**config.mk**
```make
export PLATFORM = sky130hd
export DESIGN_NAME = abg_front
export DESIGN_NICKNAME = d
export VERILOG_FILES = /design/src/hw/rtl/abg_pkg.sv /design/src/hw/rtl/abg_front.sv
export SDC_FILE = /design/constraint.sdc
export NUM_CORES = 1
export LEC_CHECK = 0
export BUFFER_PORTS_ARGS = -buffer_cell sky130_fd_sc_hd__buf_4
export CORE_ASPECT_RATIO = 0.5
export CORE_MARGIN = 2
export CORE_UTILIZATION = 60
export DETAILED_ROUTE_END_ITERATION = 16
export GPL_TIMING_DRIVEN = 0
export PLACE_DENSITY = 0.86
export SLEW_MARGIN = 20
export SYNTH_ARGS = -nofsm -noshare
export SYNTH_HDL_FRONTEND = slang
export SYNTH_SLANG_ARGS = --single-unit
```
**constraint.sdc**
```tcl
create_clock -name clk_i -period 21.5 [get_ports clk_i]
set_input_delay 6.45 -clock clk_i [delete_from_list [all_inputs] [get_ports clk_i]]
set_output_delay 6.45 -clock clk_i [all_outputs]
set_load 0.03 [all_outputs]
```
**src/hw/rtl/abg_pkg.sv**
```systemverilog
// Shared types, constants and register indexes of the anchor box generator.
`timescale 1ns / 1ps
`default_nettype none

package abg_pkg;

  // Default sizes of the dimension table and of the feature-map grid.
  localparam int MAX_BOXES_DEF = 8;
  localparam int GRID_SIZE_DEF = 256;

  // Depth of the command queue between the front and the back end.
  localparam int QUEUE_DEPTH = 4;

  // Stream widths, packed fields rounded up to whole bytes.
  localparam int IN_DATA_W  = 56;
  localparam int OUT_DATA_W = 152;
  localparam int COORD_W    = 18;

  // Configuration port.
  localparam int CFG_IDX_W  = 3;
  localparam int CFG_DATA_W = 24;

  localparam logic [CFG_IDX_W-1:0] CFG_CELL_OFFSET    = 3'd0;
  localparam logic [CFG_IDX_W-1:0] CFG_STEP_X         = 3'd1;
  localparam logic [CFG_IDX_W-1:0] CFG_STEP_Y         = 3'd2;
  localparam logic [CFG_IDX_W-1:0] CFG_INV_IMG_WIDTH  = 3'd3;
  localparam logic [CFG_IDX_W-1:0] CFG_INV_IMG_HEIGHT = 3'd4;
  localparam logic [CFG_IDX_W-1:0] CFG_CLIP_ENABLE    = 3'd5;
  localparam logic [CFG_IDX_W-1:0] CFG_BOXES_PER_CELL = 3'd6;

  // Register reset values.
  localparam logic [7:0]  RST_CELL_OFFSET    = 8'd128;
  localparam logic [15:0] RST_STEP           = 16'd2048;
  localparam logic [23:0] RST_INV_IMG        = 24'd55924;
  localparam logic [3:0]  RST_BOXES_PER_CELL = 4'd1;

  // Input operation codes.
  localparam logic OP_LOAD = 1'b0;
  localparam logic OP_CELL = 1'b1;

  typedef struct packed {
    logic [7:0]  cell_offset;
    logic [15:0] step_x;
    logic [15:0] step_y;
    logic [23:0] inv_width;
    logic [23:0] inv_height;
    logic        clip_enable;
    logic [3:0]  boxes_per_cell;
  } abg_cfg_t;

  // One queued command: either a table load or a cell with its pixel centre.
  typedef struct packed {
    logic        is_load;
    logic [2:0]  slot;
    logic [15:0] box_w;
    logic [15:0] box_h;
    logic [31:0] cx;
    logic [31:0] cy;
    logic [3:0]  num_boxes;
  } abg_cmd_t;

  typedef enum logic {
    ST_IDLE,
    ST_RUN
  } abg_state_e;

endpackage

`default_nettype wire

```
**src/hw/rtl/abg_front.sv**
```systemverilog
// Front end: takes input items, classifies them and computes the cell centre.
`timescale 1ns / 1ps
`default_nettype none

module abg_front import abg_pkg::*; #(
  parameter int MAX_BOXES = MAX_BOXES_DEF,
  parameter int GRID_SIZE = GRID_SIZE_DEF
) (
  input  wire logic                 clk_i,
  input  wire logic                 rst_ni,
  input  wire abg_cfg_t             cfg_i,
  input  wire logic                 in_valid_i,
  output logic                      in_ready_o,
  input  wire logic                 in_op_i,
  input  wire logic [IN_DATA_W-1:0] in_data_i,
  output logic                      push_valid_o,
  input  wire logic                 push_ready_i,
  output abg_cmd_t                  push_cmd_o
);

  logic        fv_q;
  logic        op_q;
  logic [7:0]  col_q;
  logic [7:0]  row_q;
  logic [2:0]  slot_q;
  logic [15:0] w_q;
  logic [15:0] h_q;

  logic        on_grid;
  logic [3:0]  n_sat;
  logic        emit;
  logic        consume;

  always_comb begin
    on_grid = (32'(col_q) < GRID_SIZE) && (32'(row_q) < GRID_SIZE);
    n_sat   = (32'(cfg_i.boxes_per_cell) > MAX_BOXES) ? 4'(MAX_BOXES)
                                                      : cfg_i.boxes_per_cell;
    // Cells off the grid or with no boxes to emit are dropped here.
    emit         = (op_q == OP_LOAD) || (on_grid && (n_sat != 4'd0));
    push_valid_o = fv_q && emit;
    consume      = fv_q && (!emit || push_ready_i);
    in_ready_o   = !fv_q || consume;

    push_cmd_o.is_load   = (op_q == OP_LOAD);
    push_cmd_o.slot      = slot_q;
    push_cmd_o.box_w     = w_q;
    push_cmd_o.box_h     = h_q;
    push_cmd_o.cx        = {col_q, cfg_i.cell_offset} * cfg_i.step_x;
    push_cmd_o.cy        = {row_q, cfg_i.cell_offset} * cfg_i.step_y;
    push_cmd_o.num_boxes = n_sat;
  end

  always_ff @(posedge clk_i or negedge rst_ni) begin
    if (!rst_ni) begin
      fv_q <= 1'b0;
    end else if (in_ready_o) begin
      fv_q <= in_valid_i;
    end
  end

  always_ff @(posedge clk_i) begin
    if (in_ready_o && in_valid_i) begin
      op_q   <= in_op_i;
      col_q  <= in_data_i[7:0];
      row_q  <= in_data_i[15:8];
      slot_q <= in_data_i[18:16];
      w_q    <= in_data_i[34:19];
      h_q    <= in_data_i[50:35];
    end
  end

endmodule

`default_nettype wire

```
==> run summary, run 1 <==
Num ports: 260
Outcome: finished clean
CTS Hold Bufs: 0
# resized after CTS: 0
Largest family of logic cells by synthesized area: adder cells
Residual DRC count: 0
Simple-gate share of the synthesized area: 16.7%
CTS tree: built
Worst-Margin Slew: 788 ps
Global route total overflow: 0
First DRT Iteration DRCs: 1,097
Asr flop ratio synth: 1.89%
Crit-path slowest cell: fa_1
IO buf count: 205
DP Wirelength: 41.7 mm
Setup violators final: 0
Post-synthesis adder-cell area fraction: 55.6%
Fin. Hold Viols: 0
WL/cell: 18.4 um
Final WS setup: 2060 ps
CP endpoint kind: output port
CP Launch Type: input pin
Multiplexer area fraction after synthesis: 0.107%
Initial DRT Pass Iterations: 7
Crit path time final: 19,440 ps
RSZ-0062 raised after global routing: false
DIE WIDTH: 253 um
Die height: 129 um
Vias/cell: 5.49
Final cycle utilization of the critical path: 90.4%
Compound-gate portion of the synthesized area: 5.83%
Worst-path fanout max: 10
Worst Hold Class: register to register
Area leader, netlist: fa_1
Critical path class: input pin to output port
Sequential share of the synthesized area: 8.51%
Most common cell in the synthesized netlist: inv_1
Max-cap violations: 0
Prevailing post-synth register cell: edfxtp_1
CTS Buf Count: 5
Vias in the first global route: 15,776
Clock skew: 7.11 ps
Post-Syn Area: 18,600 sq um
Max_slew headroom: 47.5%
Clk_lat worst skew: 300 ps
Core Region: 30,500 sq um
HP Start: op_q$_DFFE_PP_
Routed via count: 14,693
Reg2reg setup slack: 19,770 ps
Layout net count: 2,999
CTS Buffer Depth: 2
Pre-CTS WS: 2140 ps
H-tree levels: 2
EDFF count, synth: 52
Pin count of the biggest net entering global routing: 35
Arrival time at the worst endpoint: 12,990 ps
Worst path max stage delay: 590 ps
Share of cells above drive strength 1: 10.3%
Hold Path Depth: 3
Reg2reg end: w_q[7]$_DFFE_PP_
End of the worst hold path: fv_q$_DFFE_PN0N_
Antenna violations before repair: 0
Syn nets: 2,786
Seq cells post-synth: 53
Chain of cells forming the critical path: buf_4, clkbuf_1, nand2_1, fa_1, inv_1, fa_1, inv_1, fa_1, inv_1, fa_1, fa_1, inv_1, fa_1, inv_1, ha_1, a21o_1, a21o_1, a2111oi_2, o211ai_1, a31oi_1, o21bai_1, a41oi_2, xnor2_1, buf_4
Rows: 45
Avg Inst Size Synth: 9.15 sq um
Share of the synthesized area in the top cell type: 41.7%
Initial Util: 61.2%
Clk pin slew, worst setup/hold paths: 70 ps
Reg2Reg Depth: 4
GP Congestion: 1.01
Commonest cells post-synth: 455 x inv_1, 388 x fa_1, 302 x nand2_1
Die area: 32,600 sq um
Ranking of synthesized cells by area: fa_1 42%, ha_1 14%, inv_1 9.2%, edfxtp_1 8.4%, and2_1 8.3%
Worst Path Required: 15,050 ps
Post-route setup TNS: 0 ps
Root buffer cell: clkbuf_16
FMAX: 0.0514 GHz
Yosys warning total: 0
CP most frequent cell: fa_1
CTS Sinks: 53
Gate Count Post-Synth: 2,036
Reg2reg start: fv_q$_DFFE_PN0N_
Total wire length: 49.2 mm
Netlist cell types: 53
Slew Viols, Final: 0
Post-Synth XOR/XNOR Area: 2.44%
First-pass GRT wire length: 79.9 mm
Remaining antenna violation count: 0
Post-CTS Setup Inserts: 0
Global Route Usage Sum: 31.7%
P&R area growth vs syn: 12.1%
-- critical path, delay by kind of cell --
family          cells  cell delay, ps
fa+ha+maj           7            3420
compound gates      7            1630
buf+inv             8            1130
simple gates        1             190
xor+xnor            1             140
-- registers in the layout (all words and copies together), names as in the netlist --
signal	flops
op_q	1
h_q	16
w_q	16
fv_q	1
row_q	8
col_q	8
slot_q	3
-- stage by stage --
step / area, sq um / std cells / utilization (%) / hold slack [ps]
final: 20900 / 2674 / 68.6 / 697
after floorplan: 18600 / 2036 / - / 1090
after detailed placement: 20700 / 2665 / 68.0 / 685
after CTS: 20900 / 2673 / 68.6 / 697
after global routing: 20900 / 2673 / 68.6 / 757
after global placement: 20700 / 2664 / 68.0 / 657
-- cell usage in the layout (no fill, tap or decap), drive strengths merged, types with 11 or more instances in the layout --
master	count
inv	456
nor2	40
and2	248
o21ai	27
buf	208
ha	208
xnor2	38
xor2	14
fa	388
nor3	11
a21oi	60
edfxtp	52
nand2	302
a21o	23
o21bai	13
clkbuf	81
-- cells by family (layout without fill, tap and decap cells) --
logic type / Yosys count / in the layout
compound gates: 164 / 164
xor+xnor: 52 / 52
fa+ha+maj: 596 / 596
buf+inv: 533 / 747
flops: 53 / 53
mux: 2 / 2
other cells: 0 / 1
simple gates: 636 / 636
-- layer usage --
layer,wire length (um),vias to the layer above,track usage [%]
met3,5620,151,9.73
met5,0,-,0
met4,1610,0,9.54
met2,23000,763,52.7
met1,18900,7222,40.4
li1,-,6557,-
-- final cells by class --
type                            count  area [sq um]
Fill cell                        2233          9560
Clock buffer                        5           125
Antenna cell                        1          2.50
Inverter                          455          1710
Timing Repair Buffer              206          1560
Sequential cell                    53          1590
Clock inverter                      3          43.8
Tap cell                          423           529
Multi-Input combinational cell   1450         15000
Buffer                             78           295
-- how the worst max path moves through the flow --
stage / start / to / slack, ps / depth (start not counted)
after global placement: cfg_i[92] / push_cmd_o[66] / 2240 / 24
after CTS: cfg_i[92] / push_cmd_o[66] / 2130 / 24
after detailed placement: cfg_i[92] / push_cmd_o[66] / 2140 / 24
after floorplan: cfg_i[70] / push_cmd_o[57] / 2750 / 19
final: cfg_i[92] / push_cmd_o[66] / 2060 / 24
after global routing: cfg_i[92] / push_cmd_o[66] / 1770 / 24
Power of run 1 is left out: the tool's default activity adds up to more than one toggle a clock period on the data nets, which glitch-free logic cannot reach.
==> inputs of run 2 (changes only) <==
--- a/config.mk
+++ b/config.mk
@@ -12,6 +12,7 @@
 export DETAILED_ROUTE_END_ITERATION = 16
 export GPL_TIMING_DRIVEN = 0
 export PLACE_DENSITY = 0.86
+export RECOVER_POWER = 100
 export SLEW_MARGIN = 20
 export SYNTH_ARGS = -nofsm -noshare
 export SYNTH_HDL_FRONTEND = slang
==> run 2 against run 1 <==
The run now ends with max-capacitance violations, max-slew violations left; final cell count stayed put; first-iteration DRC count is 0.55% lower; maximum frequency is 1.4% lower; count of clock-buffer cells in the layout stayed put; non-clock buffer count stayed put; flip-flop and latch count stayed put; via count hardly changed; worst setup slack worse by 270 ps; worst hold slack worse by 8.3 ps; largest cell class unchanged; highest routed layer unchanged; register-to-register slack worse by 1600 ps.
==> run summary, run 2 (synthesis results as in run 1) <==
Outcome: finished with violations
Failing checks: max-capacitance violations, max-slew violations
Setup violators final: 0
WL/cell: 18.4 um
Worst-Margin Slew: 1760 ps
Share of cells above drive strength 1: 5.91%
Worst-path fanout max: 10
Global route total overflow: 0
Vias in the first global route: 15,776
Num ports: 260
# resized after CTS: 0
CTS Buffer Depth: 2
Critical path class: input pin to output port
DP Area: 20,700 sq um
Die height: 129 um
CTS Hold Bufs: 0
H-tree levels: 2
Initial Util: 61.2%
Die area: 32,600 sq um
Clk_lat worst skew: 300 ps
Layout net count: 2,999
Routed via count: 14,706
Max_slew headroom: -17.5%
Final Cell Area: 20,500 sq um
Worst Hold Class: register to register
Antenna violations before repair: 0
IO buf count: 205
First DRT Iteration DRCs: 1,091
Biggest regs: h_q: 16 flops, w_q: 16 flops
Post-CTS Setup Inserts: 0
Residual DRC count: 0
Clock skew: 5.41 ps
Global Route Usage Sum: 31.7%
Initial DRT Pass Iterations: 6
Remaining antenna violation count: 0
Arrival time at the worst endpoint: 13,260 ps
CTS tree: built
RSZ-0062 raised after global routing: false
Core Region: 30,500 sq um
Final cycle utilization of the critical path: 91.7%
CP endpoint kind: output port
GP Congestion: 1.01
DIE WIDTH: 253 um
Fin. Hold Viols: 0
P&R area growth vs syn: 10.0%
First-pass GRT wire length: 79.9 mm
Rows: 45
Commonest non-fill, non-tap cells in the layout: 455 x inv_1, 388 x fa_1, 302 x nand2_1, 236 x and2_1, 208 x ha_1
Commonest non-fill, non-tap cell in the layout: inv_1
Pin count of the biggest net entering global routing: 35
CTS Sinks: 53
Slew Viols, Final: 35
CP Launch Type: input pin
Crit path time final: 19,710 ps
Post-route setup TNS: 0 ps
Worst Path Required: 15,050 ps
Vias/cell: 5.50
Total wire length: 49.2 mm
Root buffer cell: clkbuf_16
CTS Buf Count: 5
Clk pin slew, worst setup/hold paths: 70 ps
DP Wirelength: 41.7 mm
Max-cap violations: 1
FMAX: 0.0507 GHz
## run 2: final cells by class
cell class                      instances  area (sq um)
Tap cell                              423           529
Timing Repair Buffer                  206          1200
Buffer                                 78           295
Fill cell                            2358          9960
Inverter                              455          1710
Sequential cell                        53          1590
Antenna cell                            1          2.50
Multi-Input combinational cell       1450         15000
Clock inverter                          3          43.8
Clock buffer                            5           125
## run 2: path summary, 6_finish.rpt
check	cells after the start	to	slack (ps)	startpoint
min	3	fv_q$_DFFE_PN0N_	690	op_q$_DFFE_PP_
max reg2reg	4	w_q[7]$_DFFE_PP_	18150	fv_q$_DFFE_PN0N_
max in group asynchronous	1	fv_q$_DFFE_PN0N_	15480	rst_ni
min reg2reg	3	fv_q$_DFFE_PN0N_	690	op_q$_DFFE_PP_
min in group asynchronous	1	fv_q$_DFFE_PN0N_	5930	rst_ni
max	24	push_cmd_o[66]	1790	cfg_i[92]
## run 2: per-layer routing
metal	track usage, %	wire (um)	part of all wire (%)	vias to the layer above
li1	-	-	-	6558
met1	40.4	19300	39	7256
met2	52.7	23000	47	737
met3	9.73	5350	11	155
met4	9.54	1500	3.1	0
met5	0	0	0	-
## run 2: metrics by stage
stage	utilization, %	hold slack [ps]	setup WS, ps	instances
after CTS	68.6	697	2130	2673
after detailed placement	68.0	685	2140	2665
after global routing	67.3	753	1510	2673
after global placement	68.0	657	2240	2664
after floorplan	-	1090	2750	2036
final	67.3	689	1790	2674
## run 2: worst max-delay path: stages
cell and delay, ps:
buf_4 120, clkbuf_1 580, nand2_1 200, fa_1 590, inv_1 60, fa_1 490
inv_1 50, fa_1 590, inv_1 80, fa_1 400, fa_1 520, inv_1 50
fa_1 470, inv_1 40, ha_1 360, a21o_1 200, a21o_1 180, a2111oi_0 500
o211ai_1 280, a31oi_1 250, o21bai_1 130, a41oi_1 320, xnor2_1 160, buf_4 180
Power of run 2 is left out for the same reason.
