--- src/hw/rtl/abg_pkg.sv ---
// Shared types, constants and register indexes of the anchor box generator.
`timescale 1ns / 1ps
`default_nettype none

package abg_pkg;

  // Default sizes of the dimension table and of the feature-map grid.
  localparam int MAX_BOXES_DEF = 8;
  localparam int GRID_SIZE_DEF = 256;

  // Depth of the command queue between the front and the back end.
  localparam int QUEUE_DEPTH = 4;

  // Stream widths, packed fields rounded up to whole bytes.
  localparam int IN_DATA_W  = 56;
  localparam int OUT_DATA_W = 152;
  localparam int COORD_W    = 18;

  // Configuration port.
  localparam int CFG_IDX_W  = 3;
  localparam int CFG_DATA_W = 24;

  localparam logic [CFG_IDX_W-1:0] CFG_CELL_OFFSET    = 3'd0;
  localparam logic [CFG_IDX_W-1:0] CFG_STEP_X         = 3'd1;
  localparam logic [CFG_IDX_W-1:0] CFG_STEP_Y         = 3'd2;
  localparam logic [CFG_IDX_W-1:0] CFG_INV_IMG_WIDTH  = 3'd3;
  localparam logic [CFG_IDX_W-1:0] CFG_INV_IMG_HEIGHT = 3'd4;
  localparam logic [CFG_IDX_W-1:0] CFG_CLIP_ENABLE    = 3'd5;
  localparam logic [CFG_IDX_W-1:0] CFG_BOXES_PER_CELL = 3'd6;

  // Register reset values.
  localparam logic [7:0]  RST_CELL_OFFSET    = 8'd128;
  localparam logic [15:0] RST_STEP           = 16'd2048;
  localparam logic [23:0] RST_INV_IMG        = 24'd55924;
  localparam logic [3:0]  RST_BOXES_PER_CELL = 4'd1;

  // Input operation codes.
  localparam logic OP_LOAD = 1'b0;
  localparam logic OP_CELL = 1'b1;

  typedef struct packed {
    logic [7:0]  cell_offset;
    logic [15:0] step_x;
    logic [15:0] step_y;
    logic [23:0] inv_width;
    logic [23:0] inv_height;
    logic        clip_enable;
    logic [3:0]  boxes_per_cell;
  } abg_cfg_t;

  // One queued command: either a table load or a cell with its pixel centre.
  typedef struct packed {
    logic        is_load;
    logic [2:0]  slot;
    logic [15:0] box_w;
    logic [15:0] box_h;
    logic [31:0] cx;
    logic [31:0] cy;
    logic [3:0]  num_boxes;
  } abg_cmd_t;

  typedef enum logic {
    ST_IDLE,
    ST_RUN
  } abg_state_e;

endpackage

`default_nettype wire

--- src/hw/rtl/abg_queue.sv ---
// Short command queue between the front end and the box generation back end.
`timescale 1ns / 1ps
`default_nettype none

module abg_queue import abg_pkg::*; (
  input  wire logic     clk_i,
  input  wire logic     rst_ni,
  input  wire logic     push_valid_i,
  output logic          push_ready_o,
  input  wire abg_cmd_t push_cmd_i,
  output logic          head_valid_o,
  output abg_cmd_t      head_cmd_o,
  input  wire logic     pop_i
);

  localparam int PTR_W = $clog2(QUEUE_DEPTH);
  localparam int CNT_W = $clog2(QUEUE_DEPTH + 1);

  abg_cmd_t           mem_q [QUEUE_DEPTH];
  logic [PTR_W-1:0]   wr_ptr_q;
  logic [PTR_W-1:0]   rd_ptr_q;
  logic [CNT_W-1:0]   cnt_q;
  logic               do_push;
  logic               do_pop;

  always_comb begin
    push_ready_o = (cnt_q != CNT_W'(QUEUE_DEPTH));
    head_valid_o = (cnt_q != '0);
    head_cmd_o   = mem_q[rd_ptr_q];
    do_push      = push_valid_i && push_ready_o;
    do_pop       = pop_i && head_valid_o;
  end

  always_ff @(posedge clk_i or negedge rst_ni) begin
    if (!rst_ni) begin
      wr_ptr_q <= '0;
      rd_ptr_q <= '0;
      cnt_q    <= '0;
    end else begin
      if (do_push) begin
        wr_ptr_q <= PTR_W'((32'(wr_ptr_q) + 1) % QUEUE_DEPTH);
      end
      if (do_pop) begin
        rd_ptr_q <= PTR_W'((32'(rd_ptr_q) + 1) % QUEUE_DEPTH);
      end
      if (do_push && !do_pop) begin
        cnt_q <= cnt_q + 1'b1;
      end else if (do_pop && !do_push) begin
        cnt_q <= cnt_q - 1'b1;
      end
    end
  end

  always_ff @(posedge clk_i) begin
    if (do_push) begin
      mem_q[wr_ptr_q] <= push_cmd_i;
    end
  end

endmodule

`default_nettype wire

--- config.mk ---
export PLATFORM = sky130hd
export DESIGN_NAME = abg_queue
export DESIGN_NICKNAME = d
export VERILOG_FILES = /design/src/hw/rtl/abg_pkg.sv /design/src/hw/rtl/abg_queue.sv
export SDC_FILE = /design/constraint.sdc
export NUM_CORES = 1
export LEC_CHECK = 0
export BUFFER_PORTS_ARGS = -buffer_cell sky130_fd_sc_hd__buf_4
export CORE_MARGIN = 3
export CORE_UTILIZATION = 35
export CTS_CLUSTER_DIAMETER = 30
export DETAILED_ROUTE_END_ITERATION = 8
export PLACE_DENSITY = 0.54
export SYNTH_ARGS = -nofsm -noshare
export SYNTH_HDL_FRONTEND = slang
export SYNTH_SLANG_ARGS = --single-unit
--- constraint.sdc ---
create_clock -name clk_i -period 11.84 [get_ports clk_i]
set_clock_uncertainty 0.2 [all_clocks]
set_input_delay 0 -clock clk_i [delete_from_list [all_inputs] [get_ports clk_i]]
set_output_delay 0 -clock clk_i [all_outputs]
set_load 0.05 [all_outputs]
==> reports/results.tsv, run 1 <==
stage	metric	value	unit
setup_path	WP data required	11.64	ns
cells_and_area	Layout Cells excl Fill	1746	
floorplanning	DIE HEIGHT	216	microns
timing	Hold WS	0.0866	ns
floorplanning	Die ar.	46600	sq um
cells_and_area	final net count	1197	
synthesis	Simple-Gate Fraction of Synth Area	0.333	%
cells_and_area	design area	23000	sq um
synthesis	largest family of logic cells by synthesized area	multiplexers	
power	sw frac	34.6	%
synthesis	adder-cell share of the synthesized area	0.536	%
timing	f_max	296	MHz
synthesis	compound-gate portion of the synthesized area	0.0731	%
power	Clk pwr share	37.3	%
timing	Tmin final	3.38	ns
cts	H-tree lvl count	3	
cts	Root Driver	clkbuf_16	
floorplanning	Core Box Area	43300	sq um
cts	Clock Tree Buf Depth	3	
drt	DR pass1 iterations	4	
floorplanning	std cell rows	76	
synthesis	Syn Area/Cell	26.6	sq um
power	maximum vdd drop	0.169	mV
drt	Iteration-0 DRC Markers	352	
synthesis	post-synthesis sequential area ratio	82.2	%
hold_path	hold crit path type	in2reg	
timing	Fin. Hold Viols	0	
cells_and_area	Filler Cell Count	3398	
status	status	complete, no violations	
cts	CTS buffer count	93	
global_routing	GRT Util Overall	14.9	%
power	Flop pwr share	30.4	%
place	placer congestion estimate	0.682	
power	total internal power	4.56	mW
floorplanning	Initial Utilization	35.6	%
cells_and_area	layout cell share with drive strength beyond 1	42.2	%
place	I/O Buffers	213	
setup_path	Crit path arrival time	3.18	ns
power	Comb power frac	32.3	%
drt	WL/cell	19.7	microns
global_routing	initial antenna violation count	3	
timing	relative slew slack	33.8	%
cts	CTS clk-pin slew, worst paths	0.04	ns
setup_path	critical path class	reg2out	
place	placed cells	1360	
drt	DR vias	8042	
timing	period utilization	28.5	%
cts	Clock Sinks	423	
floorplanning	Chip Width	216	microns
global_routing	first-pass GRT wire length	53000	microns
place	area of placed instances	17600	sq um
global_routing	vias in the first global route	8990	
global_routing	total gr overflow	0	
place	post-DP HPWL	18700	microns
synthesis	post-synthesis mux area share	15.4	%
floorplanning	I/O pins	214	
timing	fin. max-slew vios	0	
drt	total wire length	34400	microns
synthesis	Synth Register Bits	423	
global_routing	pin count of the biggest net entering global routing	61	
cts	CTS tree	done	
setup_path	Worst R2R Setup Slack	8.77	ns
synthesis	yosys warns	0	
synthesis	Cells after Synth	579	
cells_and_area	Layout area overhead	49.4	%
synthesis	post-synthesis xor/xnor area fraction	0.341	%
timing	Setup TNS	0	ns
synthesis	count of cell types in the netlist	20	
drt	drt drc	0	
power	Psw	2.41	mW
flow_run	max_cap viols	0	
power	PD cells	303	nW/um^2
synthesis	Post-Syn Area	15400	sq um
drt	Final ANT Viol Nets	0	
setup_path	critical path fanouts, max	46	
timing	unrepaired setup endpoints after global routing	no	
timing	Worst-Margin Slew	0.993	ns
cts	worst-skew pair later-pin latency	0.58	ns
timing	final setup vio count	0	
setup_path	CP startpoint kind	flip-flop	
power	P_leak	8.16	nW
setup_path	Critical Path End Type	output port	
drt	vias per cell	4.61	
synthesis	Syn Nets	693	
## state kept, by name (all words and copies together) (netlist names)
register,cells
cnt_q,3
mem_q,416
rd_ptr_q,2
wr_ptr_q,2
## worst paths after layout
kind                                           endpoint               startpoint  depth (start not counted)
worst min register to register     cnt_q[2]$_DFFE_PN0P_     cnt_q[2]$_DFFE_PN0P_                          1
worst min-delay path            rd_ptr_q[1]$_DFFE_PN0P_                    pop_i                          4
worst max-delay path                     head_cmd_o[12]  rd_ptr_q[0]$_DFFE_PN0P_                          3
max in group asynchronous       rd_ptr_q[0]$_DFFE_PN0P_                   rst_ni                          3
min in group asynchronous       rd_ptr_q[1]$_DFFE_PN0P_                   rst_ni                          3
worst max register to register   mem_q[1][44]$_DFFE_PP_     cnt_q[0]$_DFFE_PN0P_                          4
## layer usage
layer	track usage [%]	routed length, microns	vias to the layer above
li1	-	-	3573
met1	19.0	14400	4172
met2	24.0	17100	233
met3	4.70	2040	62
met4	5.99	874	2
met5	0	10	-
## cells by family (layout without fill, tap and decap cells)
kind of cell	Yosys count	after routing
DFF	423	423
muxes	106	106
buffers and inverters	27	607
and+or+nand+nor	10	10
adders and majority gates	6	6
xor gates and xnor gates	6	6
AOI/OAI and AO/OA	1	1
other	0	2
## per-stage QoR
stage	setup slack, ns	utilization [%]	power, mW
2_1_floorplan	7.99	-	3.73
3_3_place_gp	8.73	40.8	4.39
3_5_place_dp	8.73	40.8	4.39
4_1_cts	8.27	53.2	7.08
5_1_grt	8.16	53.2	7.25
6_report	8.46	53.2	6.97
## layout make-up
cell class | count | area, sq um | share of cell area, %
flip-flops and latches | 423 | 12700 | 55.1
well taps | 585 | 732 | 3.18
inverters | 3 | 11.3 | 0.0489
repair buffers | 433 | 3780 | 16.4
multi-input cells | 129 | 2570 | 11.2
diodes | 2 | 5.00 | 0.0217
clock buffers | 101 | 2440 | 10.6
clock inverters | 70 | 800 | 3.47
## power groups by stage
stage	Combinational (mW)	Sequential [mW]	Clock [mW]
2_1_floorplan	1.65	2.08	0
3_3_place_gp	2.25	2.14	0
3_5_place_dp	2.24	2.15	0
4_1_cts	2.31	2.12	2.65
5_1_grt	2.37	2.15	2.73
6_report	2.25	2.11	2.60
## Yosys cell counts, drive strengths merged
master,count,share of area [%]
inv,3,0.073
and2,4,0.16
edfxtp,416,81
clkbuf,4,0.097
nand3,1,0.032
xor2,2,0.11
a21boi,1,0.073
dfrtp,7,1.1
mux2,2,0.15
xnor2,4,0.23
nand2,2,0.049
or3,1,0.041
buf,20,0.97
mux4,104,15
ha,5,0.41
fa,1,0.13
nor2,2,0.049
## cell usage in the layout, fill, tap and decap left out
master / count
a21boi_2: 1
inv_6: 6
clkinv_8: 2
clkinv_1: 11
inv_1: 3
ha_1: 5
mux4_2: 104
xnor2_1: 4
buf_4: 220
clkinv_2: 14
mux2_2: 2
xor2_1: 2
diode_2: 2
dlygate4sd3_1: 213
nand2_1: 2
nor2_1: 2
fa_1: 1
edfxtp_1: 416
bufinv_16: 14
dfrtp_1: 5
dfrtp_4: 2
clkbuf_1: 4
and2_4: 4
clkinvlp_4: 15
clkinv_4: 8
or3_1: 1
clkbuf_16: 97
nand3_1: 1
## worst max-delay path, cell delays in order, from the launching register on
cell	delay, ns
dfrtp_4	0.80
buf_4	0.87
mux4_2	0.66
buf_4	0.22
## timing repair
| action | 4_1_cts | 5_1_grt |
|---|---|---|
| setup buffers | 0 | 0 |
| endpoints found under the hold margin | 430 | 0 |
| resized for setup | 0 | 0 |
| hold buffers | 213 | 0 |
No activity file was read; power rests on OpenSTA's default activity.
==> inputs of run 2 (changes only) <==
Clock period 11.84 ns to 3.2 ns, I/O delays scaled along.
==> reports/results.tsv, run 2 (same netlist as run 1, synthesis figures left out) <==
stage	metric	value	unit	change
cts	worst-skew pair later-pin latency	0.61	ns	+0.03 ns
place	area of placed instances	17900	sq um	+1.2%
setup_path	Worst Setup EP	head_cmd_o[71]		
timing	Worst-Margin Slew	0.432	ns	-0.561 ns
setup_path	Worst R2R Setup Slack	0.93	ns	-7.84 ns
cts	CTS tree	done		
floorplanning	Core Box Area	43300	sq um	unchanged
cells_and_area	max FFs per register	416		unchanged
setup_path	Top cell by count, worst path	buf_4		
timing	relative slew slack	71.2	%	+37 points
drt	drt drc	0		unchanged
cts	CTS buffer count	100		+7.5%
cts	H-tree lvl count	3		unchanged
floorplanning	Chip Width	216	microns	unchanged
setup_path	critical path fanouts, max	19		-59%
setup_path	WP data required	3.00	ns	-8.64 ns
timing	unrepaired setup endpoints after global routing	no		
timing	fin. max-slew vios	0		unchanged
setup_path	critical path's slowest cell	mux4_2		
setup_path	RR Endpoint	cnt_q[2]$_DFFE_PN0P_		
floorplanning	DIE HEIGHT	216	microns	unchanged
drt	vias per cell	4.56		-0.94%
cells_and_area	Ant. Diodes	0		-2
cells_and_area	final net count	1213		+1.3%
setup_path	CP startpoint kind	flip-flop		
setup_path	Critical Path End Type	output port		
setup_path	Crit path arrival time	2.38	ns	-0.80 ns
cts	Root Driver	clkbuf_16		
setup_path	RR Startpoint	cnt_q[1]$_DFFE_PN0P_		
floorplanning	Die ar.	46600	sq um	unchanged
cts	Clock Sinks	423		unchanged
floorplanning	I/O pins	214		unchanged
power	PD cells	1130	nW/um^2	+270%
status	status	complete, no violations		
cells_and_area	design area	23500	sq um	+1.9%
cells_and_area	Finished Core Util	54.2	%	+1.0 points
cells_and_area	most frequent cells in the layout	edfxtp_1, buf_4, dlygate4sd3_1, mux4_2, clkbuf_16		
hold_path	hold path depth	4		unchanged
floorplanning	std cell rows	76		unchanged
global_routing	initial antenna violation count	1		-2
drt	DR vias	8067		+0.31%
drt	total wire length	33000	microns	-4.1%
timing	f_max	387	MHz	
drt	Iteration-0 DRC Markers	390		+11%
timing	final setup vio count	0		unchanged
timing	Tmin final	2.58	ns	
cells_and_area	Layout area overhead	52.3	%	
setup_path	Crit path largest cell delay	0.60	ns	-0.27 ns
cts	CTS clk-pin slew, worst paths	0.04	ns	about the same
place	placed cells	1370		+0.74%
global_routing	pin count of the biggest net entering global routing	59		-3.3%
timing	Setup TNS	0	ns	unchanged
cells_and_area	Filler Cell Count	3347		-1.5%
power	P_leak	8.39	nW	+2.8%
setup_path	Critical Path Start	rd_ptr_q[0]$_DFFE_PN0P_		
timing	Fin. Hold Viols	0		unchanged
hold_path	hold crit path type	in2reg		
setup_path	critical path class	reg2out		
cells_and_area	biggest regs	mem_q (416), cnt_q (3)		
place	placer congestion estimate	0.682		unchanged
drt	WL/cell	18.7	microns	-5.3%
cts	Clock Tree Buf Depth	3		unchanged
cells_and_area	Layout Cells excl Fill	1768		+1.3%
cells_and_area	layout cell share with drive strength beyond 1	42.6	%	+0.41 points
global_routing	first-pass GRT wire length	52300	microns	-1.2%
cells_and_area	Biggest register	mem_q		
timing	period utilization	80.6	%	
drt	Final ANT Viol Nets	0		unchanged
place	post-DP HPWL	18000	microns	-3.5%
setup_path	Cell Chain, Critical Path	buf_4 -> mux4_2 -> buf_4		
flow_run	max_cap viols	0		unchanged
cts	postcts setup bufs	0		unchanged
drt	DR pass1 iterations	4		unchanged
global_routing	vias in the first global route	9212		+2.5%
floorplanning	Initial Utilization	35.6	%	unchanged
global_routing	GRT Util Overall	14.6	%	-0.32 points
place	I/O Buffers	213		unchanged
setup_path	worst r2r path cells	8		+4
power	maximum vdd drop	0.763	mV	+350%
cells_and_area	commonest non-fill, non-tap cell in the layout	edfxtp_1		
global_routing	total gr overflow	0		unchanged
-- run 2: cell types whose count changed in the layout (fill, tap and decap cells not counted), sizes merged --
cell / before / now
buf: 220 / 230
bufinv: 14 / 19
clkbuf: 101 / 109
clkinv: 35 / 44
clkinvlp: 15 / 9
diode: 2 / 0
dlygate4sd3: 213 / 212
inv: 9 / 8
-- run 2: cell type report --
cell class	instances	area, sq um	area share (%)
multi-input cells	129	2570	11.0
clock inverters	77	945	4.03
inverters	3	11.3	0.0480
flip-flops and latches	423	12700	54.0
well taps	585	732	3.12
repair buffers	442	3990	17.0
clock buffers	109	2540	10.8
-- run 2: critical path, delay by kind of cell, from the launching register on --
| family | cells | cell delay [ns] |
|---|---|---|
| flops | 1 | 0.53 |
| buf+inv | 2 | 0.61 |
| mux | 1 | 0.60 |
-- run 2: worst min path at each step --
stage,from,end
after detailed placement,rst_ni,rd_ptr_q[1]$_DFFE_PN0P_
final,pop_i,rd_ptr_q[1]$_DFFE_PN0P_
after global placement,rst_ni,rd_ptr_q[0]$_DFFE_PN0P_
after floorplan,rst_ni,cnt_q[0]$_DFFE_PN0P_
after global routing,pop_i,rd_ptr_q[0]$_DFFE_PN0P_
after CTS,pop_i,rd_ptr_q[1]$_DFFE_PN0P_
-- run 2: layer usage --
metal / GRT usage [%] / wire, microns / up-vias
li1: - / - / 3606
met4: 6.85 / 777 / 2
met2: 24.0 / 16800 / 203
met1: 18.1 / 13600 / 4204
met3: 3.98 / 1770 / 52
met5: 0 / 16 / -
-- run 2: power by group --
group / switching, mW / internal [mW]
Clock: 3.05 / 7.21
Sequential: 0.328 / 7.34
Combinational: 5.53 / 3.05
-- run 2: stage by stage --
step                      hold WS [ns]  power [mW]  setup slack, ns
after floorplan                 -0.496        13.7            0.493
after global placement          -0.380        16.3            0.965
after detailed placement        -0.378        16.3            0.921
after CTS                      0.00891        27.0            0.508
after global routing            0.0641        27.6            0.485
final                           0.0523        26.5            0.619
-- run 2: what timing repair did --
item	4_1_cts	5_1_grt
hold buffers	212	0
endpoints found under the hold margin	464	0
endpoints found under the setup margin	0	0
resized for setup	0	0
==> inputs of run 3 (changes only) <==
Settings changed: PLACE_DENSITY 0.54 to 0.56.
Clock period 3.2 ns to 2.1 ns, I/O delays scaled along.
==> reports/results.tsv, run 3 (same netlist as run 1, synthesis figures left out) <==
stage	metric	value	unit	change
status	status	finished with violations		
status	violated checks	negative setup slack		
timing	f_max	430	MHz	
floorplanning	Core Box Area	43300	sq um	unchanged
power	sw frac	33.9	%	+0.29 points
cells_and_area	Biggest register	mem_q		
global_routing	vias in the first global route	9158		-0.59%
drt	vias per cell	4.56		about the same
drt	DR pass1 iterations	4		unchanged
cells_and_area	final net count	1230		+1.4%
setup_path	Critical Path End Type	output port		
setup_path	Crit path arrival time	2.13	ns	-0.25 ns
cells_and_area	biggest regs	mem_q (416), cnt_q (3)		
timing	unrepaired setup endpoints after global routing	yes		
global_routing	GRT Util Overall	14.9	%	+0.30 points
timing	final worst-path setup slack	-0.226	ns	-0.845 ns
cts	H-tree lvl count	3		unchanged
global_routing	total gr overflow	0		unchanged
cells_and_area	FF/Latch Area	12700	sq um	unchanged
drt	total wire length	33400	microns	+1.4%
timing	fin. max-slew vios	0		unchanged
floorplanning	I/O pins	214		unchanged
power	PD cells	1710	nW/um^2	+51%
cells_and_area	commonest non-fill, non-tap cell in the layout	edfxtp_1		
place	post-DP HPWL	18500	microns	+2.8%
cells_and_area	Multi-input gate area	2610	sq um	+1.5%
timing	Tmin final	2.33	ns	
timing	Setup TNS	-18.54	ns	-18.54 ns
setup_path	delay-heaviest family, CP	buffers and inverters		
setup_path	critical path class	reg2out		
power	P_leak	8.54	nW	+1.8%
cells_and_area	layout cell share with drive strength beyond 1	44.6	%	+2.0 points
cts	worst-skew pair later-pin latency	0.59	ns	-0.02 ns
power	total internal power	27.0	mW	+53%
setup_path	CP bufs+invs	3		+1
hold_path	hold crit path type	in2reg		
setup_path	Cell Chain, Critical Path	buf_12 -> buf_16 -> mux4_2 -> buf_6		
setup_path	critical path's slowest cell	mux4_2		
power	maximum vdd drop	0.892	mV	+17%
cells_and_area	Finished Core Util	55.3	%	+1.1 points
global_routing	pin count of the biggest net entering global routing	47		-20%
cts	Clock Sinks	423		unchanged
drt	WL/cell	18.9	microns	+1.3%
cells_and_area	Layout area overhead	55.3	%	
power	Comb power frac	38.0	%	+5.6 points
flow_run	max_cap viols	0		unchanged
setup_path	CP startpoint kind	flip-flop		
cts	CTS clk-pin slew, worst paths	0.05	ns	about the same
place	placer congestion estimate	0.696		+2.1%
setup_path	Crit path largest cell delay	0.53	ns	-0.07 ns
cts	Root Driver	clkbuf_16		
cts	Clock Tree Buf Depth	3		unchanged
power	Flop pwr share	28.3	%	-0.6 points
cts	CTS tree	done		
cells_and_area	max FFs per register	416		unchanged
timing	Fin. Hold Viols	0		unchanged
setup_path	WP data required	1.90	ns	-1.10 ns
drt	Iteration-0 DRC Markers	492		+26%
cts	CTS buffer count	87		-13%
power	Clk pwr share	33.7	%	-5.0 points
drt	DR vias	8064		-0.037%
floorplanning	DIE HEIGHT	216	microns	unchanged
power	Psw	13.8	mW	+55%
timing	final setup vio count	104		+104
timing	relative slew slack	74.6	%	+3.4 points
drt	Final ANT Viol Nets	0		unchanged
timing	period utilization	111	%	
drt	drt drc	0		unchanged
place	I/O Buffers	213		unchanged
timing	Worst-Margin Slew	0.379	ns	-0.0529 ns
floorplanning	Initial Utilization	35.6	%	unchanged
floorplanning	Die ar.	46600	sq um	unchanged
cells_and_area	Filler Cell Count	3255		-2.7%
global_routing	first-pass GRT wire length	52700	microns	+0.70%
floorplanning	std cell rows	76		unchanged
setup_path	critical path fanouts, max	12		-7
global_routing	initial antenna violation count	1		unchanged
power	overall power	40.8	mW	+54%
place	Setup WS pre-CTS	0.0415	ns	-0.879 ns
cells_and_area	most frequent cells in the layout	edfxtp_1, dlygate4sd3_1, buf_4, mux4_2, buf_6		
floorplanning	Chip Width	216	microns	unchanged
[run 3: cell types whose count changed in the layout (fill, tap and decap cells not counted), moves of 10 or more]
| cell | change |
|---|---|
| buf_6 | +96 |
| buf_4 | -93 |
| clkinv_1 | -13 |
| buf_8 | +12 |
| clkinv_2 | -11 |
| inv_6 | +10 |
[run 3: path summary, 6_finish.rpt]
kind                                          from                 endpoint  slack, ns  cells after the start
max                        rd_ptr_q[0]$_DFFE_PN0P_           head_cmd_o[60]      -0.23                      4
min                                          pop_i  rd_ptr_q[0]$_DFFE_PN0P_       0.08                      4
max reg2reg                   cnt_q[1]$_DFFE_PN0P_     cnt_q[2]$_DFFE_PN0P_       0.06                      8
min reg2reg                wr_ptr_q[1]$_DFFE_PN0P_  wr_ptr_q[1]$_DFFE_PN0P_       0.37                      1
max in group asynchronous                   rst_ni  rd_ptr_q[0]$_DFFE_PN0P_       1.20                      3
min in group asynchronous                   rst_ni     cnt_q[2]$_DFFE_PN0P_       0.19                      3
[run 3: timing repair]
item / CTS / global route
endpoints found under the hold margin: 430 / 0
hold buffers: 212 / 0
resized for setup: 116 / 15
gates cloned: 3 / 2
setup buffers: 6 / 2
setup endpoints to repair: 104 / 105
pin swaps: 0 / 3
[run 3: per-layer routing]
metal	share of wire [%]	track usage [%]	routed length (microns)	up-vias
li1	-	-	-	3634
met1	40	18.2	13500	4143
met2	51	24.6	16900	227
met3	6.5	4.79	2190	60
met4	2.6	6.32	879	0
met5	0	0	0	-
[run 3: power groups by stage]
stage / Combinational (mW) / Sequential, mW / Clock (mW)
floorplan: 9.35 / 11.6 / 0
global placement: 13.6 / 11.7 / 0
detailed placement: 13.7 / 11.7 / 0
CTS: 15.6 / 11.6 / 14.1
global route: 16.3 / 11.7 / 14.6
finish: 15.5 / 11.6 / 13.8
[run 3: tightest hold or removal path, stage by stage]
cell,delay [ns]
dlygate4sd3_1,0.54
buf_4,0.15
nand2_4,0.07
xnor2_1,0.06
[run 3: cell type report]
class | instances | share of cell area, %
clock buffers | 95 | 9.49
diodes | 2 | 0.0209
clock inverters | 60 | 3.07
well taps | 585 | 3.06
inverters | 3 | 0.0471
flip-flops and latches | 423 | 53.0
repair buffers | 472 | 20.4
multi-input cells | 129 | 10.9
[run 3: per-stage QoR]
| stage | area, sq um | cells | hold WS [ns] |
|---|---|---|---|
| 4_1_cts | 23800 | 1765 | 0.0213 |
| 3_5_place_dp | 18100 | 1389 | -0.373 |
| 6_report | 23900 | 1769 | 0.0817 |
| 2_1_floorplan | 15500 | 579 | -0.496 |
| 5_1_grt | 23900 | 1768 | 0.0709 |
| 3_3_place_gp | 18100 | 1389 | -0.376 |
